### src/rtl/core/hex2utf8_pkg.sv
// ----------------------------------------------------------------------------
// hex2utf8_pkg
// Shared types and constants for the escape-to-UTF-8 name decoder.
// ----------------------------------------------------------------------------
package hex2utf8_pkg;

   localparam int CapWidth   = 13;  // capacity register width
   localparam int CountWidth = 12;  // bytes written per name
   localparam int HoldMax    = 5;   // '#', 'U', three hex digits
   localparam int BurstDepth = 6;   // most results one transaction can cause

   localparam logic [7:0] ChHash  = 8'h23;
   localparam logic [7:0] ChUpperU = 8'h55;
   localparam logic [7:0] ChLowerU = 8'h75;

   localparam logic [15:0] CpTwoByte   = 16'h0080;
   localparam logic [15:0] CpThreeByte = 16'h0800;
   localparam logic [7:0]  LeadTwo     = 8'hC0;
   localparam logic [7:0]  LeadThree   = 8'hE0;
   localparam logic [7:0]  ContMark    = 8'h80;
   localparam logic [5:0]  ContMask    = 6'h3F;

   localparam logic [CapWidth-1:0]   CapMax       = 13'd4096;
   localparam logic [CountWidth-1:0] LimitMax     = 12'd4095;
   localparam logic [CountWidth-1:0] LimitDefault = 12'd63;   // capacity 64

   typedef struct packed {
      logic [7:0] data;
      logic       last;
   } rsp_entry_type;

   typedef struct packed {
      logic       valid;
      logic [3:0] value;
   } nibble_type;

   function automatic nibble_type hex_nibble(input logic [7:0] ch);
      nibble_type r;
      r.valid = 1'b1;
      if (ch >= 8'h30 && ch <= 8'h39) begin
         r.value = 4'(ch - 8'h30);
      end else if (ch >= 8'h61 && ch <= 8'h66) begin
         r.value = 4'(ch - 8'h57);
      end else if (ch >= 8'h41 && ch <= 8'h46) begin
         r.value = 4'(ch - 8'h37);
      end else begin
         r.valid = 1'b0;
         r.value = 4'd0;
      end
      return r;
   endfunction

endpackage

### src/rtl/core/hex_escape_to_utf8_decoder.sv
// ----------------------------------------------------------------------------
// hex_escape_to_utf8_decoder
// Replaces '#U'/'#u' + four hex digit escapes in a byte stream by UTF-8.
// ----------------------------------------------------------------------------
//  channel  | dir | tdata                  | tuser | tlast
//  req_     | in  | [7:0] in_byte          | -     | is_terminator
//  rsp_     | out | [7:0] out_byte         | -     | end_mark
//  csr_     | in  | [12:0] out_capacity    | -     | -
//
// One transaction is accepted per cycle while the result burst holds at most
// one entry that is leaving; a transaction producing more than one result
// stalls req_ until all but its last have left the result burst register.
// A result passes the burst register, then the output register, on its way
// to rsp_.
// Reset is synchronous; it empties the burst and output register and clears
// escape and name state. rsp_tready low holds the output register.
// ----------------------------------------------------------------------------
module hex_escape_to_utf8_decoder (
   input  logic                                 clock,
   input  logic                                 reset,
   input  logic                                 req_tvalid,
   output logic                                 req_tready,
   input  logic [7:0]                           req_tdata,   // [7:0] in_byte
   input  logic                                 req_tlast,   // is_terminator
   output logic                                 rsp_tvalid,
   input  logic                                 rsp_tready,
   output logic [7:0]                           rsp_tdata,   // [7:0] out_byte
   output logic                                 rsp_tlast,   // end_mark
   input  logic                                 csr_valid,
   output logic                                 csr_ready,
   input  logic [hex2utf8_pkg::CapWidth-1:0]    csr_data     // out_capacity
);
   import hex2utf8_pkg::*;

   logic [CountWidth-1:0] limit_ff, limit_in;
   logic [7:0]            held_ff [HoldMax];
   logic [7:0]            held_in [HoldMax];
   logic [2:0]            hcnt_ff, hcnt_in;
   logic [CountWidth-1:0] wcnt_ff, wcnt_in;
   logic                  stopped_ff, stopped_in;

   rsp_entry_type         burst_ff [BurstDepth];
   rsp_entry_type         burst_in [BurstDepth];
   logic [2:0]            burst_cnt_ff, burst_cnt_in;
   rsp_entry_type         rsp_ff, rsp_in;
   logic                  rsp_valid_ff, rsp_valid_in;

   logic                  req_fire;
   logic                  burst_move;
   logic [CountWidth-1:0] room;
   logic [2:0]            avail;
   logic                  fits;
   logic [2:0]            len;
   logic [2:0]            keep;
   logic [2:0]            emit_cnt;
   nibble_type            nib [4];
   logic [15:0]           cp;
   logic [2:0]            enc_n;
   logic [7:0]            enc [3];
   rsp_entry_type         list [BurstDepth];

   assign csr_ready  = 1'b1;
   assign burst_move = (burst_cnt_ff != 3'd0) && (!rsp_valid_ff || rsp_tready);
   assign req_tready = (burst_cnt_ff == 3'd0) || ((burst_cnt_ff == 3'd1) && burst_move);
   assign req_fire   = req_tvalid && req_tready;

   assign rsp_tvalid = rsp_valid_ff;
   assign rsp_tdata  = rsp_ff.data;
   assign rsp_tlast  = rsp_ff.last;

   // capacity is kept as the byte limit: capacity - 1, clamped to 0..4095
   always_comb begin
      limit_in = limit_ff;
      if (csr_valid && csr_ready) begin
         if (csr_data == '0) begin
            limit_in = '0;
         end else if (csr_data > CapMax) begin
            limit_in = LimitMax;
         end else begin
            limit_in = CountWidth'(csr_data - 13'd1);
         end
      end
   end

   // escape decode of held digits plus the incoming byte
   always_comb begin
      nib[0] = hex_nibble(held_ff[2]);
      nib[1] = hex_nibble(held_ff[3]);
      nib[2] = hex_nibble(held_ff[4]);
      nib[3] = hex_nibble(req_tdata);
      cp = {nib[0].value, nib[1].value, nib[2].value, nib[3].value};
      if (cp < CpTwoByte) begin
         enc_n  = 3'd1;
         enc[0] = cp[7:0];
         enc[1] = 8'h00;
         enc[2] = 8'h00;
      end else if (cp < CpThreeByte) begin
         enc_n  = 3'd2;
         enc[0] = LeadTwo | {3'b000, cp[10:6]};
         enc[1] = ContMark | {2'b00, cp[5:0] & ContMask};
         enc[2] = 8'h00;
      end else begin
         enc_n  = 3'd3;
         enc[0] = LeadThree | {4'h0, cp[15:12]};
         enc[1] = ContMark | {2'b00, cp[11:6] & ContMask};
         enc[2] = ContMark | {2'b00, cp[5:0] & ContMask};
      end
   end

   always_comb begin
      room  = (wcnt_ff < limit_ff) ? (limit_ff - wcnt_ff) : '0;
      avail = (room >= CountWidth'(BurstDepth)) ? 3'(BurstDepth) : room[2:0];

      case (hcnt_ff)
         3'd0:    fits = 1'b0;
         3'd1:    fits = (req_tdata == ChUpperU) || (req_tdata == ChLowerU);
         default: fits = nib[3].valid;
      endcase

      len  = hcnt_ff + {2'b00, req_tdata != ChHash};
      keep = (hcnt_ff < avail) ? hcnt_ff : avail;

      held_in    = held_ff;
      hcnt_in    = hcnt_ff;
      wcnt_in    = wcnt_ff;
      stopped_in = stopped_ff;
      emit_cnt   = 3'd0;
      for (int i = 0; i < BurstDepth; i++) begin
         list[i] = '{data: 8'h00, last: 1'b0};
      end

      if (req_tlast) begin
         // flush what fits, end marker right after it
         for (int i = 0; i < BurstDepth; i++) begin
            if (i < HoldMax && 3'(i) < keep) begin
               list[i] = '{data: held_ff[i], last: 1'b0};
            end else if (3'(i) == keep) begin
               list[i] = '{data: 8'h00, last: 1'b1};
            end
         end
         emit_cnt   = keep + 3'd1;
         hcnt_in    = 3'd0;
         wcnt_in    = '0;
         stopped_in = 1'b0;
      end else if (stopped_ff) begin
         hcnt_in = 3'd0;
      end else if (hcnt_ff != 3'd0 && fits) begin
         if (hcnt_ff == 3'(HoldMax)) begin
            hcnt_in = 3'd0;
            if (avail >= enc_n) begin
               for (int i = 0; i < 3; i++) begin
                  list[i] = '{data: enc[i], last: 1'b0};
               end
               emit_cnt = enc_n;
               wcnt_in  = wcnt_ff + CountWidth'(enc_n);
            end else begin
               stopped_in = 1'b1;
            end
         end else begin
            for (int i = 0; i < HoldMax; i++) begin
               if (3'(i) == hcnt_ff) begin
                  held_in[i] = req_tdata;
               end
            end
            hcnt_in = hcnt_ff + 3'd1;
         end
      end else begin
         // pattern broken: held bytes go out literally, then the new byte unless it is '#', which starts a new escape
         for (int i = 0; i < BurstDepth; i++) begin
            if (i < HoldMax && 3'(i) < hcnt_ff) begin
               list[i] = '{data: held_ff[i], last: 1'b0};
            end else begin
               list[i] = '{data: req_tdata, last: 1'b0};
            end
         end
         if (len > avail) begin
            emit_cnt   = avail;
            stopped_in = 1'b1;
            hcnt_in    = 3'd0;
         end else begin
            emit_cnt = len;
            if (req_tdata == ChHash) begin
               held_in[0] = req_tdata;
               hcnt_in    = 3'd1;
            end else begin
               hcnt_in = 3'd0;
            end
         end
         wcnt_in = wcnt_ff + CountWidth'(emit_cnt);
      end
   end

   // result burst: loaded on accept, shifted toward the output register
   always_comb begin
      burst_in     = burst_ff;
      burst_cnt_in = burst_cnt_ff;
      rsp_in       = rsp_ff;
      rsp_valid_in = rsp_valid_ff;
      if (burst_move) begin
         rsp_in       = burst_ff[0];
         rsp_valid_in = 1'b1;
      end else if (rsp_tready) begin
         rsp_valid_in = 1'b0;
      end
      if (req_fire) begin
         burst_in     = list;
         burst_cnt_in = emit_cnt;
      end else if (burst_move) begin
         for (int i = 0; i < BurstDepth - 1; i++) begin
            burst_in[i] = burst_ff[i+1];
         end
         burst_cnt_in = burst_cnt_ff - 3'd1;
      end
   end

   always_ff @(posedge clock) begin
      if (reset) begin
         limit_ff     <= LimitDefault;
         hcnt_ff      <= 3'd0;
         wcnt_ff      <= '0;
         stopped_ff   <= 1'b0;
         burst_cnt_ff <= 3'd0;
         rsp_valid_ff <= 1'b0;
      end else begin
         limit_ff     <= limit_in;
         burst_cnt_ff <= burst_cnt_in;
         rsp_valid_ff <= rsp_valid_in;
         if (req_fire) begin
            hcnt_ff    <= hcnt_in;
            wcnt_ff    <= wcnt_in;
            stopped_ff <= stopped_in;
         end
      end
   end

   always_ff @(posedge clock) begin
      if (req_fire) begin
         held_ff <= held_in;
      end
      burst_ff <= burst_in;
      rsp_ff   <= rsp_in;
   end

   a_burst_bound: assert property (@(posedge clock) disable iff (reset)
      burst_cnt_ff <= 3'(BurstDepth))
      else $error("result burst count out of range");

   a_hold_bound: assert property (@(posedge clock) disable iff (reset)
      hcnt_ff <= 3'(HoldMax))
      else $error("held escape count out of range");

   a_stop_empty: assert property (@(posedge clock) disable iff (reset)
      stopped_ff |-> hcnt_ff == 3'd0)
      else $error("escape bytes held while output stopped");

   a_accept_room: assert property (@(posedge clock) disable iff (reset)
      req_fire |-> burst_cnt_ff <= 3'd1)
      else $error("transaction accepted over pending results");

   a_name_reset: assert property (@(posedge clock) disable iff (reset)
      (req_fire && req_tlast) |=> (hcnt_ff == 3'd0 && wcnt_ff == '0 && !stopped_ff))
      else $error("name state not cleared after terminator");

endmodule
### config.mk
export PLATFORM = sky130hd
export DESIGN_NAME = hex_escape_to_utf8_decoder
export DESIGN_NICKNAME = d
export VERILOG_FILES = /design/src/rtl/core/hex2utf8_pkg.sv /design/src/rtl/core/hex_escape_to_utf8_decoder.sv
export SDC_FILE = /design/constraint.sdc
export NUM_CORES = 1
export LEC_CHECK = 0
export ABC_CLOCK_PERIOD_IN_PS = 11650
export BUFFER_PORTS_ARGS = -buffer_cell sky130_fd_sc_hd__buf_2
export CORE_ASPECT_RATIO = 0.6
export CORE_MARGIN = 2
export CORE_UTILIZATION = 35
export CTS_BUF_LIST = sky130_fd_sc_hd__clkbuf_8
export DETAILED_ROUTE_END_ITERATION = 12
export SETUP_SLACK_MARGIN = 0.15
export SYNTH_ARGS = -nofsm -noshare
export SYNTH_HDL_FRONTEND = slang
export SYNTH_SLANG_ARGS = --single-unit
### constraint.sdc
create_clock -name clock -period 11.65 [get_ports clock]
set_input_delay 0 -clock clock [delete_from_list [all_inputs] [get_ports clock]]
set_output_delay 0 -clock clock [all_outputs]
set_load 0.03 [all_outputs]
### After elaboration in Yosys (flattened, before gate mapping)

Cells that the tools add are included.

| storage, ports and cells | value |
|---|---|
| register bits | 135 |
| bits of input ports | 27 |
| output and inout bits | 12 |
| logic and storage cells | 235 |

| cells by class | value |
|---|---|
| $add $sub $neg | 20 |
| magnitude comparators | 42 |
| eq/ne operators | 22 |
| mux-type cells | 88 |
| bitwise gates (word level) | 3 |
| reduce and logical (&&, ||, !) cells | 35 |

Operators by type and width:

| kind | count |
|---|---|
| $mux 27 | 4 |
| $mux 54 | 2 |
| $mux 12 | 8 |
| $mux 45 | 2 |
| $mux 9 | 10 |
| $ge 8x7->1 const B | 8 |
| $le 8x7->1 const B | 8 |
| $mux 8 | 8 |
| $mux 3 | 18 |
| $mux 4 | 12 |
| $mux 40 | 1 |
| $ge 8x6->1 const B | 4 |
| $le 8x6->1 const B | 4 |
| $sub 4x3->4 const B | 8 |
| $add 12x3->12 | 2 |
| $mux 24 | 1 |
| $reduce_and 6->1 | 4 |
| $mux 22 | 1 |
| $mux 1 | 19 |
| $eq 8x7->1 const B | 2 |
| $logic_and 1x1->1 | 16 |
| $lt 16x12->1 const B | 1 |
| $lt 16x8->1 const B | 1 |
| $sub 4x1->4 const B | 4 |
| 35 further kinds | 62 |

### Longest topological paths before layout

| logic depth | value |
|---|---|
| depth after elaboration | 15 |
| gate-level depth with buffers | 25 |
| gate-level depth less buffers | 25 |

### Least setup slack after synthesis

Ideal clock, no wire load.

| timing path | value |
|---|---|
| path kind | reg2reg |
| start point | reg wcnt_ff[4] |
| end point | reg wcnt_ff[8] |
| setup time | 0.125 ns |
| data arrival time | 4.852 ns |
| required time | 11.525 ns |
| setup slack | 6.673 ns |
| stages on the path, launching flop included | 26 |
| path buffers | 1 |
| period minus slack after synthesis | 4.977 ns |
| cells stage by stage | dfxtp_1 inv_1 ha_1 buf_6 a21o_1 a31oi_4 nand2_1 a2111o_1 nor4_4 nand3_1 nor3_1 ha_1 nor2_1 nor2_1 o21ai_1 a22o_4 mux2i_1 a21oi_1 ha_1 inv_1 fa_1 nor2b_1 o211ai_1 nor4_1 a21o_1 a21oi_1 |

| between the ends | value |
|---|---|
| word-level cells in the longest chain between the ends | 13 |
| elaborated cells on any way between the ends | 20 |
| those cells by class | add/sub (3); order compare (4); eq/ne (1); mux (11); reduce/logical (1) |

Ends and longest elaborated chain:

| item | line | source |
|---|---|---|
| from (decl) | hex_escape_to_utf8_decoder.sv:39 | `logic [CountWidth-1:0] wcnt_ff, wcnt_in;` |
| from (signal assigned) | hex_escape_to_utf8_decoder.sv:230 | `wcnt_ff <= wcnt_in;` |
| $sub 12x12->12 / $lt 12x12->1 (equally long branches) | hex_escape_to_utf8_decoder.sv:111 | `room = (wcnt_ff < limit_ff) ? (limit_ff - wcnt_ff) : '0;` |
| $mux 12 | hex_escape_to_utf8_decoder.sv:111 |  |
| $ge 12x3->1 | hex_escape_to_utf8_decoder.sv:112 | `avail = (room >= CountWidth'(BurstDepth)) ? 3'(BurstDepth) : room[2:0];` |
| $mux 3 | hex_escape_to_utf8_decoder.sv:112 |  |
| $gt 3x3->1 | hex_escape_to_utf8_decoder.sv:176 | `if (len > avail) begin` |
| $mux 3 | hex_escape_to_utf8_decoder.sv:176 |  |
| $mux 3 | hex_escape_to_utf8_decoder.sv:147 | `end else if (hcnt_ff != 3'd0 && fits) begin` |
| $mux 3 | hex_escape_to_utf8_decoder.sv:145 | `end else if (stopped_ff) begin` |
| $mux 3 | hex_escape_to_utf8_decoder.sv:132 | `if (req_tlast) begin` |
| $add 12x3->12 | hex_escape_to_utf8_decoder.sv:189 | `wcnt_in = wcnt_ff + CountWidth'(emit_cnt);` |
| $mux 12 | hex_escape_to_utf8_decoder.sv:147 |  |
| $mux 12 | hex_escape_to_utf8_decoder.sv:145 |  |
| $mux 12 | hex_escape_to_utf8_decoder.sv:132 |  |

Parallel ways exist; a longest one is shown, timed or not. The select of a mux whose other input is x is not followed.
A chain may end at the register's enable or synchronous reset.

### Worst setup path after layout

Same ends and word-level chain as after synthesis.

==> results.json <==
{
  "outcome": "finished clean",
  "skew_ns": 0.0183,
  "grt_pass1_wl_um": 37600,
  "p_leak_nw": 3.64,
  "tritoncts": "built",
  "cp_max_fo": 8,
  "die_height_um": 124,
  "final_common_cell": "edfxtp_1",
  "synth_cells": 856,
  "vdd.ir_drop.worst_mv": 0.0938,
  "multi_input_area_um2": 4330,
  "drive_gt1_share_pct": 12.3,
  "crit_type": "reg2reg",
  "power_density_nw_per_um2": 172,
  "vias_per_cell": 5.69,
  "wirelength_um": 24100,
  "synth_ff_type": "edfxtp_1",
  "synth_edf_count": 103,
  "die_w_um": 204,
  "hold_buffers": 37,
  "areaGrowthSynthToFinish_pct": 14.8,
  "clkTransAtPathRegs_ns": 0.09,
  "hpwl_um": 17200,
  "htreeDepth": 4,
  "num_vias": 7065,
  "tightest_slew_ns": 1.18,
  "setup_slack_ns": 5.85,
  "seqCellArea_um2": 3730,
  "drc": 0,
  "fin_setup_tns_ns": 0,
  "syn-cell-area_um2": 8440,
  "cts_root_buffer": "clkbuf_8",
  "rsz0062_at_grt": "no",
  "reg2reg_depth": 24,
  "hold_path_depth": 4,
  "drtIter0Drc": 699,
  "worst_setup_path_end_kind": "register",
  "fillers": 2272,
  "first_pass_iters": 5,
  "rows": 43,
  "fin_crit_sh_pct": 49.8,
  "max_freq_mhz": 172,
  "clk_latency_ns": 0.47,
  "cap_violations": 0,
  "drt.antenna.violating_nets": 0,
  "min-delay-path-class": "in2reg",
  "postCtsSetupBuffers": 0,
  "finalNetCount": 986,
  "synth_nets": 929,
  "numPortBuffers": 37,
  "critPathLaunchType": "register",
  "grt_antenna_before_repair": 0,
  "grt_overflow": 0,
  "wl_per_cell_um": 19.4,
  "critPathRequiredTime_ns": 12.00,
  "fp.coreArea_um2": 23400,
  "slew_violations": 0,
  "ys_seq_elements": 135,
  "grt_use_total_pct": 19.3,
  "hold_viol_final": 0,
  "antennaDiodeCount": 0,
  "numClockSinks": 135,
  "start_util_pct": 36.1,
  "die_area_um2": 25400,
  "dp_worst_setup_slack_ns": 5.97,
  "postCtsResizedCells": 0,
  "ys_types": 94,
  "grt_max_degree": 61,
  "pin_count": 39,
  "syn_area_per_cell_um2": 9.86,
  "maxSlewHeadroom_pct": 21.5,
  "async_reset_ff_share_pct": 0,
  "clockBufferDepth": 2,
  "period_needed_ns": 5.80,
  "numCtsBuffers": 17,
  "setup-violations-final": 0,
  "yosys_warnings": 0,
  "place_congestion": 0.884,
  "grt_pass1_vias": 6436,
  "ys_seq_area_share_pct": 44.2,
  "arrival_ns": 6.16,
  "final_cell_mix": "edfxtp_1, nor2_1, nand2_1"
}
==> metal layers <==
layer | vias up | global-route usage, % | wire length [um] | share of wire (%)
met3 | 15 | 5.89 | 2590 | 11
met1 | 3372 | 32.3 | 12700 | 53
met4 | 0 | 3.71 | 178 | 0.74
li1 | 3358 | - | - | -
met5 | - | 0 | 0 | 0
met2 | 320 | 23.2 | 8620 | 36
==> metrics by stage <==
stage          hold WS (ns)  util, %  instance area (um2)  std cells  total power, W
2_1_floorplan        0.0989        -                 8440        856         0.00106
3_3_place_gp          0.310     37.9                 8870       1172         0.00120
3_5_place_dp          0.313     37.9                 8870       1172         0.00121
4_1_cts              0.0313     41.4                 9690       1241         0.00167
5_1_grt              0.0880     41.4                 9690       1241         0.00174
6_report             0.0647     41.4                 9690       1241         0.00166
==> worst max-delay path, cell delays in order (launching register included) <==
cell       delay (ns)
dfxtp_1          0.40
inv_1            0.10
ha_1             0.51
nand3_2          0.15
o21bai_4         0.23
a2111oi_2        0.40
nor4b_2          0.12
nor4_4           0.42
nand3_1          0.14
nor3_1           0.33
ha_1             0.32
nor2_1           0.13
nor2_1           0.06
o21ai_1          0.15
a22o_4           0.22
mux2i_1          0.12
a21oi_1          0.20
ha_1             0.22
inv_1            0.06
fa_1             0.40
nor2b_1          0.14
o211ai_1         0.14
nor4_1           0.48
a21o_1           0.20
a21oi_1          0.06
==> final timing paths <==
kind,from,end,slack (ns)
worst max-delay path,wcnt_ff[4],wcnt_ff[8],5.85
worst min-delay path,csr_data[0],limit_ff[0],0.06
worst max register to register,wcnt_ff[4],wcnt_ff[8],5.85
worst min register to register,burst_ff[48],rsp_tdata[2],0.42
==> cells by family after synthesis <==
| group | after synthesis | share of synthesized area, % |
|---|---|---|
| multiplexers | 14 | 1.68 |
| AO/OA/AOI/OAI | 266 | 23.5 |
| buffers and inverters | 91 | 4.58 |
| other | 1 | 0.0444 |
| adder cells (fa/ha/maj) | 46 | 7.00 |
| XOR/XNOR | 20 | 2.08 |
| flip-flops | 135 | 44.2 |
| AND/OR/NAND/NOR | 283 | 16.9 |
==> registers in the layout, summed over array words and instances, names as in the netlist <==
name	cells
burst_cnt_ff	3
burst_ff	54
hcnt_ff	3
held_ff	40
limit_ff	12
rsp_tdata	8
rsp_tlast	1
rsp_tvalid	1
stopped_ff	1
wcnt_ff	12
==> report_power, final <==
| group | switching, W | total [W] | leakage [nW] | internal, W |
|---|---|---|---|---|
| Clock | 0.000212 | 0.000451 | 0.213 | 0.000238 |
| Sequential | 0.0000378 | 0.000739 | 1.25 | 0.000701 |
| Combinational | 0.000322 | 0.000474 | 2.17 | 0.000152 |
| Total | 0.000572 | 0.00166 | 3.64 | 0.00109 |
==> area by class of cell <==
| type | count | area share, % |
|---|---|---|
| Tap cell | 315 | 4.07 |
| Clock inverter | 15 | 2.21 |
| Sequential cell | 135 | 38.5 |
| Inverter | 49 | 1.90 |
| Timing Repair Buffer | 80 | 6.20 |
| Multi-Input combinational cell | 630 | 44.7 |
| Clock buffer | 17 | 2.42 |
==> synthesized netlist by cell type, types with 11 or more instances <==
master / number / area, um2
xor2_1: 12 / 105
and2_1: 11 / 68.8
nor3_1: 17 / 85.1
ha_1: 44 / 551
nand2_1: 74 / 278
dfxtp_1: 32 / 641
nand3_1: 11 / 55.1
o21ai_0: 63 / 315
clkbuf_1: 27 / 101
a21o_1: 13 / 97.6
nor2_1: 89 / 334
and3_1: 12 / 75.1
edfxtp_1: 103 / 3090
a21oi_1: 57 / 285
mux2i_1: 13 / 130
inv_1: 49 / 184
Note: power is estimated with default switching activity, not from simulation.
